**config.mk**
```make
export PLATFORM = sky130hd
export DESIGN_NAME = gmcp_queue
export DESIGN_NICKNAME = d
export VERILOG_FILES = /design/src/design/gmcp_pkg.sv /design/src/design/gmcp_queue.sv
export SDC_FILE = /design/constraint.sdc
export NUM_CORES = 1
export LEC_CHECK = 0
export ABC_AREA = 1
export BUFFER_PORTS_ARGS = -buffer_cell sky130_fd_sc_hd__buf_2
export CAP_MARGIN = 20
export CORE_MARGIN = 2
export CORE_UTILIZATION = 57
export DETAILED_ROUTE_END_ITERATION = 6
export PLACE_DENSITY = 0.88
export SYNTH_ARGS = -nofsm -noshare
export SYNTH_HDL_FRONTEND = slang
export SYNTH_SLANG_ARGS = --single-unit
```
**constraint.sdc**
```tcl
create_clock -name i_clk -period 3 [get_ports i_clk]
set_clock_uncertainty 0.1 [all_clocks]
set_input_delay 0.3 -clock i_clk [delete_from_list [all_inputs] [get_ports i_clk]]
set_output_delay 0.3 -clock i_clk [all_outputs]
set_load 0.05 [all_outputs]
```
**src/design/gmcp_pkg.sv**
```systemverilog
// ----------------------------------------------------------------------------
// gmcp_pkg
// Shared types, constants and helpers of the grid minimum-cost-path block.
// ----------------------------------------------------------------------------
package gmcp_pkg;

    localparam int MAX_COLS = 1024;
    localparam int MAX_ROWS = 1024;
    localparam int COL_W    = $clog2(MAX_COLS);
    localparam int ROW_W    = $clog2(MAX_ROWS);
    localparam int SIZE_W   = 11;
    localparam int COST_W   = 16;
    localparam int SUM_W    = 32;
    localparam int QDEPTH   = 4;
    localparam int QPTR_W   = $clog2(QDEPTH);

    // Register indexes on the configuration port.
    localparam logic REG_GRID_ROWS = 1'b0;
    localparam logic REG_GRID_COLS = 1'b1;

    // Last row and last column index of the grid in use.
    typedef struct packed {
        logic [ROW_W-1:0] last_row;
        logic [COL_W-1:0] last_col;
    } t_grid_cfg;

    // One classified cell on its way from the front to the back.
    typedef struct packed {
        logic signed [COST_W-1:0] cost;
        logic [COL_W-1:0]         col;
        logic                     first_row;
        logic                     first_col;
        logic                     last;
    } t_cell_op;

    // A size of zero acts as one, a size above the maximum as the maximum.
    function automatic logic [ROW_W-1:0] last_row_index(input logic [SIZE_W-1:0] size);
        logic [ROW_W-1:0] r;
        if (size == '0) begin
            r = '0;
        end else if (32'(size) > MAX_ROWS) begin
            r = ROW_W'(MAX_ROWS - 1);
        end else begin
            r = ROW_W'(size - SIZE_W'(1));
        end
        return r;
    endfunction

    function automatic logic [COL_W-1:0] last_col_index(input logic [SIZE_W-1:0] size);
        logic [COL_W-1:0] r;
        if (size == '0) begin
            r = '0;
        end else if (32'(size) > MAX_COLS) begin
            r = COL_W'(MAX_COLS - 1);
        end else begin
            r = COL_W'(size - SIZE_W'(1));
        end
        return r;
    endfunction

endpackage

```
**src/design/gmcp_queue.sv**
```systemverilog
// ----------------------------------------------------------------------------
// gmcp_queue
// Short FIFO of classified cells between the front and the back.
// ----------------------------------------------------------------------------
module gmcp_queue
    import gmcp_pkg::*;
(
    input  logic     i_clk,
    input  logic     i_rst_n,
    input  logic     i_valid,
    input  t_cell_op i_op,
    output logic     o_ready,
    output logic     o_valid,
    output t_cell_op o_op,
    input  logic     i_ready
);

    t_cell_op          r_slot [QDEPTH];
    logic [QPTR_W-1:0] r_wptr;
    logic [QPTR_W-1:0] r_rptr;
    logic [QPTR_W:0]   r_count;
    logic              w_push;
    logic              w_pop;

    assign o_ready = (r_count != (QPTR_W+1)'(QDEPTH));
    assign o_valid = (r_count != '0);
    assign o_op    = r_slot[r_rptr];
    assign w_push  = i_valid && o_ready;
    assign w_pop   = o_valid && i_ready;

    always_ff @(posedge i_clk) begin
        if (w_push) begin
            r_slot[r_wptr] <= i_op;
        end
    end

    always_ff @(posedge i_clk) begin
        if (!i_rst_n) begin
            r_wptr  <= '0;
            r_rptr  <= '0;
            r_count <= '0;
        end else begin
            if (w_push) begin
                r_wptr <= r_wptr + QPTR_W'(1);
            end
            if (w_pop) begin
                r_rptr <= r_rptr + QPTR_W'(1);
            end
            r_count <= r_count + (QPTR_W+1)'(w_push) - (QPTR_W+1)'(w_pop);
        end
    end

    assert property (@(posedge i_clk) disable iff (!i_rst_n)
        r_count <= (QPTR_W+1)'(QDEPTH))
        else $error("queue count beyond depth");

    assert property (@(posedge i_clk) disable iff (!i_rst_n)
        (r_count == '0) && !w_push |=> (r_count == '0))
        else $error("queue underflow");

    assert property (@(posedge i_clk) disable iff (!i_rst_n)
        w_push && !w_pop |=> r_count == $past(r_count) + (QPTR_W+1)'(1))
        else $error("queue count missed a push");

endmodule

```
==> results.json <==
{
  "irDropWorstVdd_v": 0.000658,
  "drt-met1-wl_mm": 4.28,
  "grt_pass1_vias": 3302,
  "drc_errors": 0,
  "p_int_mw": 3.60,
  "antenna_found_initial": 0,
  "die_x_um": 98.5,
  "min_to": "r_wptr[0]$_SDFFE_PN0P_",
  "design_area_mm2": 0.00633,
  "reg2reg_to": "r_count[2]$_SDFF_PN0_",
  "pwr-share-clk": 0.285,
  "clockRootBuffer": "clkbuf_8",
  "nFillCells": 551,
  "synth_top_area_cell": "edfxtp_1",
  "final_cell_mix": "edfxtp_1, buf_2, o21ai_0",
  "cts_buffer_depth": 2,
  "numCtsBuffers": 17,
  "grt_max_degree": 35,
  "cts_tree": "done",
  "num_vias": 3120,
  "worst-r2r-cell-count": 10,
  "synth_area_leaders": "edfxtp_1, o21ai_0, o22ai_2",
  "timing.final.ws_setup_ns": 0.395,
  "chipHeight_um": 98.5,
  "place_area_mm2": 0.00554,
  "final_common_cell": "edfxtp_1",
  "timing.critical_path.max_delay_family": "flip-flops",
  "hpwl_mm": 5.94,
  "regToRegSetupSlack_ns": 0.61,
  "htree_levels": 4,
  "syn_avg_cell_area_um2": 14.7,
  "wl_per_cell_um": 17.7,
  "ioPinCount": 64,
  "switching_share": 0.377,
  "regToRegStartpoint": "r_count[1]$_SDFF_PN0_",
  "start_kind": "flop",
  "outcome": "complete, no violations",
  "synth-seq-cells": 125,
  "power.switching_mw": 2.17,
  "power.total_mw": 5.78,
  "max_stage_delay_ns": 0.72,
  "worst_slew_pin_slew_ns": 0.628,
  "row_count": 34,
  "drtPass1Iterations": 4,
  "areaGrowthSynthToFinish_pct": 24.4,
  "yosysTopAreaCellShare": 0.685,
  "utilization": 0.729,
  "finalNetCount": 490,
  "overflow": 0,
  "place_ws_ns": 0.622,
  "die_area_mm2": 0.00970,
  "crit_fanout": 29,
  "hp-class": "primary input to flop",
  "fin_setup_tns_ns": 0,
  "routed-wl-met2_mm": 5.16,
  "highest-signal-layer": "met4",
  "relSlewSlack": 0.581,
  "synth_seq_area_share": 0.720,
  "final-setup-viol-count": 0,
  "met3WireLength_um": 506,
  "track_usage": 0.220,
  "start_util": 0.586,
  "cp_cell_sequence": "inv_2 > o21ai_0 > o22ai_2 > buf_2",
  "drt_iter0_drc": 261,
  "portBuffers": 63,
  "n_antenna_cell": 0,
  "maxCapViolations": 0,
  "endpoint_kind": "primary output",
  "core_mm2": 0.00868,
  "finalHoldViolCount": 0,
  "syn_nets": 386,
  "cp.arrival_ns": 2.21,
  "critical_path_class": "flop to primary output",
  "fmax_ghz": 0.384,
  "cts_resized": 0,
  "p_seq_frac": 0.385,
  "viasPerCell": 5.48,
  "grt_pass1_wl_mm": 16.2,
  "pwr-share-comb": 0.330,
  "syn_area_mm2": 0.00509,
  "hp-start": "i_valid",
  "hold_depth": 3,
  "crit_required_ns": 2.60,
  "syn_inst": 346,
  "p_leak_nw": 2.26,
  "gp_congestion": 0.742,
  "critPathSlowestCell": "dfxtp_1",
  "critical_path_buf_inv_count": 2,
  "rsz0062_at_grt": "false",
  "synth_warnings": 0,
  "layout_min_cycle_time_ns": 2.61,
  "yosysUniqueCellTypes": 23,
  "cts.reportedPaths.clkPinSlew_ns": 0.05,
  "insertion_delay_ns": 0.51,
  "finalMaxSlewViolations": 0,
  "power.density_mw_per_mm2": 912,
  "post-route-period-util": 0.868,
  "layout-drive-gt1-share": 0.334,
  "post_cts_buffers": 0,
  "cts_sinks": 125,
  "drt-total-wl_mm": 10.1,
  "postRouteAntennaNets": 0
}
## power groups by stage
| stage | Sequential [mW] | Clock [mW] | Combinational [mW] |
|---|---|---|---|
| CTS | 2.22 | 1.67 | 1.92 |
| global placement | 2.25 | 0 | 1.82 |
| global route | 2.24 | 1.75 | 2.04 |
| detailed placement | 2.26 | 0 | 1.88 |
| floorplan | 2.22 | 0 | 1.47 |
| finish | 2.22 | 1.65 | 1.90 |
## registers in the layout, summed over array words and instances, names as in the netlist, named ones only
signal and cells:
r_slot 116, r_count 3, r_rptr 2, r_wptr 2
## worst min-delay path: cells and delay by family
kind / cells / cell delay (ns)
buffers and inverters: 1 / 0.12
AND/OR/NAND/NOR: 1 / 0.10
AO/OA/AOI/OAI: 1 / 0.08
## area by class of cell
type	instances	area, µm²	share of cell area
Timing Repair Buffer	103	731	0.115
Clock buffer	19	422	0.0666
Tap cell	108	135	0.0213
Inverter	16	61.3	0.00969
Multi-Input combinational cell	187	1260	0.199
Clock inverter	11	55.1	0.00870
Sequential cell	125	3660	0.579
## through the flow
stage / std cells / hold WS [ns]
final: 569 / 0.0277
after floorplan: 346 / 0.298
after global placement: 508 / 0.363
after detailed placement: 508 / 0.384
after CTS: 569 / 0.00683
after global routing: 569 / 0.0287
## cells in the mapped netlist
cell type  count
inv_1         12
nand2_1       13
dfxtp_1        9
a21boi_0       1
buf_12         2
a21oi_1        4
buf_2         11
edfxtp_1     116
a21boi_1       1
buf_4          1
o21ai_0       56
clkbuf_1       2
inv_2          4
o21ai_1        3
o22ai_2       20
fa_1           1
nand3_1        3
o22ai_1        9
nor2_2         9
ha_1           6
nor2_4        20
buf_6          2
nor2_1        41
## how the worst max path moves through the flow
stage	start	endpoint	depth (start not counted)
after floorplan	r_count[1]$_SDFF_PN0_	r_slot[0][0]$_DFFE_PP_	4
after global placement	r_count[1]$_SDFF_PN0_	r_count[2]$_SDFF_PN0_	10
after detailed placement	r_count[1]$_SDFF_PN0_	r_count[2]$_SDFF_PN0_	10
after CTS	flop	o_op[14]	4
after global routing	flop	o_op[4]	4
final	flop	o_op[10]	4
## layer usage
metal	GRT usage	vias up
li1	-	1475
met1	0.275	1535
met2	0.373	96
met3	0.0652	14
met4	0.0706	0
met5	0	-
## kinds of logic (layout without fill, tap and decap cells)
| kind of cell | after synthesis | after routing | share of synthesized area |
|---|---|---|---|
| flip-flops | 125 | 125 | 0.720 |
| adder cells (fa/ha/maj) | 7 | 7 | 0.0187 |
| buffers and inverters | 34 | 149 | 0.0379 |
| AND/OR/NAND/NOR | 86 | 86 | 0.0981 |
| AO/OA/AOI/OAI | 94 | 94 | 0.125 |
## repair_timing
| item | 4_1_cts | 5_1_grt |
|---|---|---|
| endpoints found under the setup margin | 0 | 0 |
| hold buffers | 31 | 0 |
| hold endpoints to repair | 125 | 0 |
(Power assumes the default switching activity.)
