### config.mk
export PLATFORM = sky130hd
export DESIGN_NAME = gmcp_front_flat
export DESIGN_NICKNAME = d
export VERILOG_FILES = /design/src/design/gmcp_pkg.sv /design/src/design/gmcp_if.sv /design/src/design/gmcp_front.sv /design/src/flat_wrapper.sv
export SDC_FILE = /design/constraint.sdc
export NUM_CORES = 1
export LEC_CHECK = 0
export BUFFER_PORTS_ARGS = -buffer_cell sky130_fd_sc_hd__buf_2
export CAP_MARGIN = 15
export CORE_MARGIN = 4
export CORE_UTILIZATION = 30
export DETAILED_ROUTE_END_ITERATION = 8
export PLACE_DENSITY_LB_ADDON = 0.3
export SYNTH_ARGS = -nofsm -noshare
export SYNTH_HDL_FRONTEND = slang
export SYNTH_SLANG_ARGS = --single-unit
### constraint.sdc
create_clock -name i_clk -period 2.67 [get_ports i_clk]
set_input_delay 0.4005 -clock i_clk [delete_from_list [all_inputs] [get_ports i_clk]]
set_output_delay 0.4005 -clock i_clk [all_outputs]
set_load 0.01 [all_outputs]
### src/design/gmcp_pkg.sv
// ----------------------------------------------------------------------------
// gmcp_pkg
// Shared types, constants and helpers of the grid minimum-cost-path block.
// ----------------------------------------------------------------------------
package gmcp_pkg;

    localparam int MAX_COLS = 1024;
    localparam int MAX_ROWS = 1024;
    localparam int COL_W    = $clog2(MAX_COLS);
    localparam int ROW_W    = $clog2(MAX_ROWS);
    localparam int SIZE_W   = 11;
    localparam int COST_W   = 16;
    localparam int SUM_W    = 32;
    localparam int QDEPTH   = 4;
    localparam int QPTR_W   = $clog2(QDEPTH);

    // Register indexes on the configuration port.
    localparam logic REG_GRID_ROWS = 1'b0;
    localparam logic REG_GRID_COLS = 1'b1;

    // Last row and last column index of the grid in use.
    typedef struct packed {
        logic [ROW_W-1:0] last_row;
        logic [COL_W-1:0] last_col;
    } t_grid_cfg;

    // One classified cell on its way from the front to the back.
    typedef struct packed {
        logic signed [COST_W-1:0] cost;
        logic [COL_W-1:0]         col;
        logic                     first_row;
        logic                     first_col;
        logic                     last;
    } t_cell_op;

    // A size of zero acts as one, a size above the maximum as the maximum.
    function automatic logic [ROW_W-1:0] last_row_index(input logic [SIZE_W-1:0] size);
        logic [ROW_W-1:0] r;
        if (size == '0) begin
            r = '0;
        end else if (32'(size) > MAX_ROWS) begin
            r = ROW_W'(MAX_ROWS - 1);
        end else begin
            r = ROW_W'(size - SIZE_W'(1));
        end
        return r;
    endfunction

    function automatic logic [COL_W-1:0] last_col_index(input logic [SIZE_W-1:0] size);
        logic [COL_W-1:0] r;
        if (size == '0) begin
            r = '0;
        end else if (32'(size) > MAX_COLS) begin
            r = COL_W'(MAX_COLS - 1);
        end else begin
            r = COL_W'(size - SIZE_W'(1));
        end
        return r;
    endfunction

endpackage

### src/design/gmcp_if.sv
// ----------------------------------------------------------------------------
// gmcp_if
// Valid/ready channels for cell costs in and path costs out.
// ----------------------------------------------------------------------------
interface gmcp_cell_if;
    import gmcp_pkg::*;
    logic                     valid;
    logic                     ready;
    logic signed [COST_W-1:0] cell_cost;
    modport source (output valid, output cell_cost, input ready);
    modport sink   (input valid, input cell_cost, output ready);
endinterface


### src/design/gmcp_front.sv
// ----------------------------------------------------------------------------
// gmcp_front
// Accepts cell costs, tracks the raster position and tags each cell with
// its column and its place in the grid.
// ----------------------------------------------------------------------------
module gmcp_front
    import gmcp_pkg::*;
(
    input  logic        i_clk,
    input  logic        i_rst_n,
    input  t_grid_cfg   i_cfg,
    input  logic        i_clear,
    gmcp_cell_if.sink   i_cell,
    input  logic        i_q_ready,
    output logic        o_q_valid,
    output t_cell_op    o_q_op
);

    logic [COL_W-1:0] r_col, n_col;
    logic [ROW_W-1:0] r_row, n_row;
    logic             w_accept;
    logic             w_end_col;
    logic             w_end_row;

    assign i_cell.ready = i_q_ready;
    assign o_q_valid    = i_cell.valid;
    assign w_accept     = i_cell.valid && i_q_ready;
    assign w_end_col    = (r_col == i_cfg.last_col);
    assign w_end_row    = (r_row == i_cfg.last_row);

    always_comb begin
        o_q_op.cost      = i_cell.cell_cost;
        o_q_op.col       = r_col;
        o_q_op.first_row = (r_row == '0);
        o_q_op.first_col = (r_col == '0);
        o_q_op.last      = w_end_col && w_end_row;
    end

    always_comb begin
        n_col = r_col;
        n_row = r_row;
        priority if (i_clear) begin
            n_col = '0;
            n_row = '0;
        end else if (w_accept) begin
            if (w_end_col) begin
                n_col = '0;
                n_row = w_end_row ? '0 : r_row + ROW_W'(1);
            end else begin
                n_col = r_col + COL_W'(1);
            end
        end
    end

    always_ff @(posedge i_clk) begin
        if (!i_rst_n) begin
            r_col <= '0;
            r_row <= '0;
        end else begin
            r_col <= n_col;
            r_row <= n_row;
        end
    end

endmodule

### src/flat_wrapper.sv
// flat-port wrapper written by rule: the top's interface ports become plain ports
module gmcp_front_flat import gmcp_pkg::*;
  (i_clk, i_rst_n, i_cfg, i_clear, i_q_ready, o_q_valid, o_q_op, i_cell_valid, i_cell_cell_cost, i_cell_ready);
  gmcp_cell_if i_cell_i ();
  input  logic i_clk;
  input  logic i_rst_n;
  input  t_grid_cfg i_cfg;
  input  logic i_clear;
  input  logic i_q_ready;
  output logic o_q_valid;
  output t_cell_op o_q_op;
  input wire logic [$bits(i_cell_i.valid)-1:0] i_cell_valid;
  input wire logic [$bits(i_cell_i.cell_cost)-1:0] i_cell_cell_cost;
  output wire logic [$bits(i_cell_i.ready)-1:0] i_cell_ready;
  assign i_cell_i.valid = i_cell_valid;
  assign i_cell_i.cell_cost = i_cell_cell_cost;
  assign i_cell_ready = i_cell_i.ready;
  gmcp_front u_core (.i_clk(i_clk), .i_rst_n(i_rst_n), .i_cfg(i_cfg), .i_clear(i_clear), .i_cell(i_cell_i), .i_q_ready(i_q_ready), .o_q_valid(o_q_valid), .o_q_op(o_q_op));
endmodule
==> qor.yml, run 1 <==
status: "finished, final reports clean"
p_leak_nw: 0.655
fillers: 529
clk_pin_slew_ns: 0.08
clk_latency_ns: 0.27
fin_nets: 247
grt_max_degree: 18
worstPathCellList: "xor2_1 > nor4_2 > nand4_4 > nor2_1 > buf_2"
drtPass1Iterations: 4
skew_ns: 0.00632
slew_headroom: 0.727
dr_wl_met2_um: 1470
gp_congestion: 0.758
yosysMostFrequentCell: "dfxtp_1"
synth_compound_area_frac: 0.0806
critPathTopFamily: "simple AND/OR/NAND/NOR gates"
synth_fa_ha_area_frac: 0.0329
die_width_um: 79.2
seq_area_frac_synth: 0.263
clockBufferDepth: 2
whs_path_depth: 4
hold_violations: 0
cts_sinks: 20
hold_path.class: "input pin to flip-flop"
synth_xor_area_frac: 0.167
cts_resized: 0
ys_async_sr_fraction: 0
wire_per_inst_um: 12.7
cts_tree: "built"
hold_buffers: 0
p_comb_frac: 0.102
post-cts-setup-buffer-count: 0
vias_per_cell: 4.81
synthesis.area_um2: 1520
tns_ns: 0
worst_pin_slew_ns: 0.410
final.min_clock_period_ns: 2.06
dieArea_um2: 6280
synth_seq_cells: 20
area_growth_pct: 9.87
fmax_mhz: 486
critPathKind: "flip-flop to output pin"
vias: 1290
cts_root_buf: "clkbuf_8"
seqPwrFrac: 0.502
cts_max_level: 1
synth.mux.area_fraction: 0.00658
start_util: 0.316
wl_met1_um: 1700
crit_fanout: 8
ir_drop_v: 0.000167
drt-total-wl_um: 3400
final.period_utilization: 0.771
synth_top_cell_area_share: 0.263
cp_slowest_cell: "dfxtp_1"
top_layer: "met4"
p_int_w: 0.000460
cp_num_cells: 5
synthCells: 183
synthFlopType: "dfxtp_1"
synth_area_leaders: "dfxtp_1 26%, xnor2_1 9.2%, buf_4 8.9%"
drive_above_1_share: 0.254
synth.distinct_cells: 37
synth_simple_gate_area_share: 0.314
die_height_um: 79.2
place_hpwl_um: 2610
synth_top_cell_by_area: "dfxtp_1"
maxSlewViolCount: 0
syn-num-nets: 228
grt_pass1_wl_um: 5670
io_buffer_count: 39
setup_slack_ns: 0.613
post-route-drc-count: 0
p_per_area_nw_per_um2: 357
critPathArrivalTime_ns: 1.66
critPathMaxStageDelay_ns: 0.48
synth_top_family_by_area: "simple AND/OR/NAND/NOR gates"
total_power_w: 0.000597
avgSynthCellArea_um2: 8.31
hold-worst-slack_ns: 0.456
synth_common_cells: "20 x dfxtp_1, 18 x buf_4, 17 x nand2_1, 16 x nor2_1, 16 x xnor2_1"
crit_path_end_kind: "output pin"
swShare: 0.231
gr-total-overflow: 0
ff2ff_path_depth: 5
first_global_vias: 1194
num_antenna_cells: 0
power.switching_w: 0.000138
cap_viol_max_count: 0
grt_use_total: 0.110
start_kind: "flip-flop"
core-area_um2: 4820
met3_length_um: 189
finalSetupViolations: 0
placement_rows: 25
dp_slack_ns: 0.771
rsz0062_at_grt: "no"
io-pin-count: 72
antenna_found_initial: 0
cp_num_buf_inv: 1
drt_iter0_drc: 70
synth_edf_count: 0
yosys_warnings: 0
antenna_left: 0
cts_buffers: 3
clkPwrFrac: 0.396
crit_required_ns: 2.27
[cells by family after synthesis]
| logic type | count (synthesis) |
|---|---|
| compound gates | 16 |
| xor+xnor | 29 |
| fa+ha+maj | 4 |
| buf+inv | 30 |
| flops | 20 |
| mux | 1 |
| simple gates | 83 |
[metal layers]
layer	track usage	up-vias
met3	0.0306	7
met4	0.0292	0
met1	0.151	593
met2	0.170	37
li1	-	653
met5	0	-
[cell usage in the layout (no fill, tap or decap), drive strengths merged, types with 5 or more instances in the layout]
cell   instances
and2           6
and3           5
and4           5
buf           40
dfxtp         20
nand2         17
nand3         13
nand4          5
nor2          16
nor4           6
xnor2         16
xor2          13
[registers in the layout (all words and copies together), names as in the netlist]
name,flops
u_core.r_col,10
u_core.r_row,10
[area by class of cell]
type / count / area [um2] / share of cell area
repair buffers: 40 / 203 / 0.121
multi-input cells: 133 / 915 / 0.547
clock buffers: 4 / 55.1 / 0.0329
flip-flops and latches: 20 / 400 / 0.240
well taps: 67 / 83.8 / 0.0501
inverters: 4 / 15.0 / 0.00898
[through the flow]
stage / cells / instance area (um2) / utilization
6_report: 268 / 1670 / 0.347
5_1_grt: 268 / 1670 / 0.347
4_1_cts: 268 / 1670 / 0.347
3_5_place_dp: 264 / 1620 / 0.336
3_3_place_gp: 264 / 1620 / 0.336
2_1_floorplan: 183 / 1520 / -
[tightest hold or removal path, delay by kind of cell]
family,cells,cell delay (ns)
AO/OA/AOI/OAI,1,0.06
AND/OR/NAND/NOR,2,0.13
buffers and inverters,1,0.08
[power groups by stage]
stage | logic (W) | clock network, W | registers [W]
floorplan | 0.0000599 | 0 | 0.000307
global placement | 0.0000614 | 0 | 0.000307
detailed placement | 0.0000615 | 0 | 0.000307
CTS | 0.0000616 | 0.000246 | 0.000300
global route | 0.0000674 | 0.000261 | 0.000300
finish | 0.0000607 | 0.000237 | 0.000300
[path summary, 6_finish.rpt]
check                                                     to  slack [ns]                         start
worst min register to register  u_core.r_row[9]$_SDFFE_PP0P_        0.56  u_core.r_row[9]$_SDFFE_PP0P_
worst max-delay path                               o_q_op[0]        0.61  u_core.r_row[4]$_SDFFE_PP0P_
worst min-delay path            u_core.r_row[0]$_SDFFE_PP0P_        0.46                       i_clear
worst max register to register  u_core.r_col[0]$_SDFFE_PP0P_        0.87  u_core.r_col[3]$_SDFFE_PP0P_
Note: power is estimated with default switching activity, not from simulation.
==> inputs of run 2 (changes only) <==
==> constraint.sdc (replaced) <==
create_clock -name i_clk -period 1.79 [get_ports i_clk]
set_input_delay 0.2685 -clock i_clk [delete_from_list [all_inputs] [get_ports i_clk]]
set_output_delay 0.2685 -clock i_clk [all_outputs]
set_load 0.01 [all_outputs]
==> run 2 against run 1 <==
Net effect:
- the flow now finishes with violations (negative setup slack)
- utilization rose by 5.0 points
- first-iteration DRC count decreased by 43%
- worst hold slack worse by 0.13 ns
- critical path depth is the same
- clock power rose by 52%
- cell count grew 7.1%
- sequential power increased by 48%
- die area unchanged
- global-route usage rose by 0.91 points
- clock skew is 0.0040 ns lower
- sequential cell count stayed put
==> qor.yml, run 2 (synthesis gave the netlist of run 1 again) <==
status: "finished with violations"
violations: "negative setup slack"
crit_path_end_kind: "output pin"
antenna_left: 0
start_util: 0.316
met3_length_um: 236
gp_congestion: 0.757
antenna_found_initial: 0
top_layer: "met4"
slew_headroom: 0.714
start_kind: "flip-flop"
vias_per_cell: 4.73
area_growth_pct: 25.7
vias: 1358
first_global_vias: 1339
gr-total-overflow: 0
cts_tree: "built"
crit_required_ns: 1.52
p_per_area_nw_per_um2: 474
cap_viol_max_count: 0
io-pin-count: 72
post-route-drc-count: 0
placement_rows: 25
drt-total-wl_um: 3720
most-common-layout-cells: "38 x buf_2, 17 x nand2_1, 17 x buf_4, 16 x xnor2_1, 15 x nor2_1"
skew_ns: 0.00232
hold_path.class: "input pin to flip-flop"
hold-worst-slack_ns: 0.323
fmax_mhz: 552
dp_slack_ns: 0.111
clk_latency_ns: 0.26
worst_pin_slew_ns: 0.429
place_hpwl_um: 2770
critPathKind: "flip-flop to output pin"
critPathMaxStageDelay_ns: 0.37
crit_fanout: 4
core-area_um2: 4820
dr_wl_met2_um: 1730
cts_sinks: 20
drt_iter0_drc: 40
drtPass1Iterations: 4
grt_use_total: 0.119
clockBufferDepth: 2
cts_root_buf: "clkbuf_8"
final.min_clock_period_ns: 1.81
cts_buffers: 3
die_width_um: 79.2
num_antenna_cells: 0
final.period_utilization: 1.01
reg_top3: "u_core.r_col (10), u_core.r_row (10)"
worstPathCellList: "xor2_2 > nor4_4 > nand4_4 > nor2_4 > buf_6"
clk_pin_slew_ns: 0.08
p_leak_nw: 0.783
hold_buffers: 0
rsz0062_at_grt: "yes"
hold_violations: 0
grt_pass1_wl_um: 6010
die_height_um: 79.2
io_buffer_count: 39
final_common_cell: "buf_2"
cts_max_level: 1
ir_drop_v: 0.000296
grt_max_degree: 12
critPathArrivalTime_ns: 1.54
maxSlewViolCount: 0
setup_slack_ns: -0.0213
fin_nets: 266
drive_above_1_share: 0.377
cp_slowest_cell: "dfxtp_4"
wire_per_inst_um: 13.0
finalSetupViolations: 1
dieArea_um2: 6280
wl_met1_um: 1730
-- run 2: cell types whose count changed in the layout (fill, tap and decap cells not counted), moves of 2 or more --
cell / change
buf_4: +16
buf_6: +4
dfxtp_1: -7
dfxtp_2: +5
dfxtp_4: +2
nor4_1: -4
nor4_4: +3
-- run 2: worst paths after layout --
check,from,to,slack [ns],depth (start not counted)
worst max register to register,u_core.r_row[0]$_SDFFE_PP0P_,u_core.r_row[4]$_SDFFE_PP0P_,0.05,7
worst max-delay path,u_core.r_row[0]$_SDFFE_PP0P_,o_q_op[0],-0.02,5
worst min register to register,u_core.r_row[8]$_SDFFE_PP0P_,u_core.r_row[8]$_SDFFE_PP0P_,0.54,2
worst min-delay path,i_clear,u_core.r_row[0]$_SDFFE_PP0P_,0.32,4
-- run 2: final cells by class --
class                   instances  area [um2]
fillers                       528        2910
multi-input cells             133         981
flip-flops and latches         20         414
repair buffers                 59         363
well taps                      67        83.8
clock buffers                   4        55.1
inverters                       4        15.0
-- run 2: critical path, delay by kind of cell (launching register included) --
family                 cells  cell delay, ns
buffers and inverters      1            0.11
XOR/XNOR                   1            0.16
flip-flops                 1            0.37
AND/OR/NAND/NOR            3            0.63
-- run 2: what timing repair did --
item	4_1_cts	5_1_grt
setup buffers	1	0
pin swaps	7	3
resized for setup	13	10
endpoints found under the setup margin	3	8
-- run 2: power by group --
part / internal [W] / switching, W
combinational: 0.0000492 / 0.0000534
clock: 0.000196 / 0.000165
sequential: 0.000442 / 0.000000700
total: 0.000688 / 0.000219
-- run 2: metal layers --
layer  track usage  up-vias
met3        0.0385        6
met5             0        -
met4        0.0241        0
met1         0.152      623
li1              -      686
met2         0.198       43
-- run 2: metrics by stage --
stage / power, W / utilization / instances / TNS (ns) / cell area (um2)
6_report: 0.000907 / 0.397 / 287 / -0.0213 / 1910
5_1_grt: 0.000949 / 0.397 / 287 / -0.326 / 1910
4_1_cts: 0.000922 / 0.388 / 287 / -0.0496 / 1870
3_5_place_dp: 0.000556 / 0.365 / 283 / 0 / 1760
3_3_place_gp: 0.000555 / 0.365 / 283 / 0 / 1760
2_1_floorplan: 0.000547 / - / 183 / 0 / 1520
==> inputs of run 3 (changes only) <==
--- a/config.mk
+++ b/config.mk
@@ -6,9 +6,8 @@
 export NUM_CORES = 1
 export LEC_CHECK = 0
 export BUFFER_PORTS_ARGS = -buffer_cell sky130_fd_sc_hd__buf_2
-export CAP_MARGIN = 15
 export CORE_MARGIN = 4
-export CORE_UTILIZATION = 30
+export CORE_UTILIZATION = 42
 export DETAILED_ROUTE_END_ITERATION = 8
 export PLACE_DENSITY_LB_ADDON = 0.3
 export SYNTH_ARGS = -nofsm -noshare
==> run 3 against run 2 <==
Net effect:
- the run still ends with negative setup slack left
- die area shrank 26%
- count of clock-buffer cells in the layout is 1 lower
- worst hold slack worse by 0.035 ns
- clock skew increased by 0.0098 ns
- non-clock buffer count grew 2
- via count up 0.15%
- setup slack better by 0.018 ns
- largest power group unchanged
==> qor.yml, run 3 (synthesis gave the netlist of run 1 again) <==
power.switching_w: 0.000198
seqPwrFrac: 0.484
swShare: 0.216
skew_ns: 0.0122
grt_use_total: 0.166
cp_slowest_cell: "dfxtp_4"
critPathKind: "flip-flop to output pin"
worstPathCellList: "xor2_2 > nor4_4 > nand4_4 > nor2_4 > buf_2"
finalSetupViolations: 1
final.period_utilization: 1.00
setup_slack_ns: -0.00336
p_comb_frac: 0.113
fillers: 334
dp_slack_ns: 0.0951
cts_sinks: 20
fmax_mhz: 558
die_width_um: 68.2
maxSlewViolCount: 0
clkPwrFrac: 0.404
reg_top3: "u_core.r_col (10), u_core.r_row (10)"
clockBufferDepth: 2
grt_max_degree: 14
worst_pin_slew_ns: 0.422
first_global_vias: 1394
start_util: 0.445
slew_headroom: 0.719
most-common-layout-cells: "39 x buf_2, 22 x buf_4, 17 x nand2_1, 15 x xnor2_1, 15 x nor2_1"
area_growth_pct: 24.4
fin_nets: 268
crit_path_end_kind: "output pin"
critPathMaxStageDelay_ns: 0.37
placement_rows: 21
ir_drop_v: 0.000213
clk_latency_ns: 0.30
cts_buffers: 3
violations: "negative setup slack"
antenna_found_initial: 0
critPathTopFamily: "simple AND/OR/NAND/NOR gates"
cts_max_level: 1
rsz0062_at_grt: "yes"
hold_buffers: 0
crit_fanout: 2
io-pin-count: 72
p_int_w: 0.000719
post-route-drc-count: 0
status: "finished with violations"
critPathArrivalTime_ns: 1.52
drt-total-wl_um: 3510
antenna_left: 0
crit_required_ns: 1.52
p_leak_nw: 0.786
die_height_um: 68.2
core-area_um2: 3420
wire_per_inst_um: 13.1
vias: 1360
final.min_clock_period_ns: 1.79
hold_path.class: "input pin to flip-flop"
gp_congestion: 0.847
drt_iter0_drc: 74
cap_viol_max_count: 0
hold_violations: 0
final_common_cell: "buf_2"
p_per_area_nw_per_um2: 485
start_kind: "flip-flop"
io_buffer_count: 39
place_hpwl_um: 2750
clk_pin_slew_ns: 0.11
tns_ns: -0.00336
grt_pass1_wl_um: 6050
num_antenna_cells: 0
drive_above_1_share: 0.392
cp_num_buf_inv: 1
cts_tree: "built"
dieArea_um2: 4650
post-route-util: 0.554
cts_root_buf: "clkbuf_4"
vias_per_cell: 5.07
drtPass1Iterations: 4
gr-total-overflow: 0
[run 3: power by group through the flow]
stage          clock (W)  combinational [W]  sequential (W)
2_1_floorplan          0          0.0000894        0.000458
3_3_place_gp           0          0.0000946        0.000457
3_5_place_dp           0          0.0000962        0.000457
4_1_cts         0.000384           0.000102        0.000444
5_1_grt         0.000398           0.000113        0.000444
6_report        0.000370           0.000103        0.000444
[run 3: area by class of cell]
class                           instances  area (um2)  share of cell area
Inverter                                4        15.0             0.00793
Multi-Input combinational cell        133         995               0.525
Clock inverter                          1        30.0              0.0159
Clock buffer                            3        22.5              0.0119
Timing Repair Buffer                   61         360               0.190
Tap cell                               46        57.6              0.0304
Sequential cell                        20         413               0.218
[run 3: worst min-delay path: stages]
cell and delay, ns:
buf_2 0.08, nor2b_1 0.06, nand2_1 0.07, o22ai_1 0.07
[run 3: final timing paths]
check | start | endpoint | slack (ns) | cells after the start
min reg2reg | u_core.r_row[9]$_SDFFE_PP0P_ | u_core.r_row[9]$_SDFFE_PP0P_ | 0.56 | 2
max reg2reg | u_core.r_row[0]$_SDFFE_PP0P_ | u_core.r_row[4]$_SDFFE_PP0P_ | 0.07 | 7
min | i_clear | u_core.r_row[0]$_SDFFE_PP0P_ | 0.29 | 4
max | u_core.r_row[0]$_SDFFE_PP0P_ | o_q_op[0] | -0.003 | 5
[run 3: repair_timing]
action                                 CTS  global route
setup endpoints to repair                3             6
gates cloned                             0             0
pin swaps                                7             3
setup buffers                            3             1
resized for setup                       16             4
endpoints found under the hold margin    0             0
[run 3: routing by layer]
layer | up-vias | share of wire | global-route usage
li1 | 691 | - | -
met1 | 611 | 0.43 | 0.209
met2 | 44 | 0.48 | 0.290
met3 | 14 | 0.063 | 0.0263
met4 | 0 | 0.017 | 0.0447
met5 | - | 0 | 0
[run 3: metrics by stage]
step / area [um2] / power, W / hold slack [ns] / instances
after CTS: 1860 / 0.000931 / 0.274 / 267
after global routing: 1890 / 0.000955 / 0.300 / 268
final: 1890 / 0.000917 / 0.288 / 268
after floorplan: 1520 / 0.000547 / 0.483 / 183
after global placement: 1720 / 0.000551 / 0.537 / 260
after detailed placement: 1720 / 0.000553 / 0.537 / 260
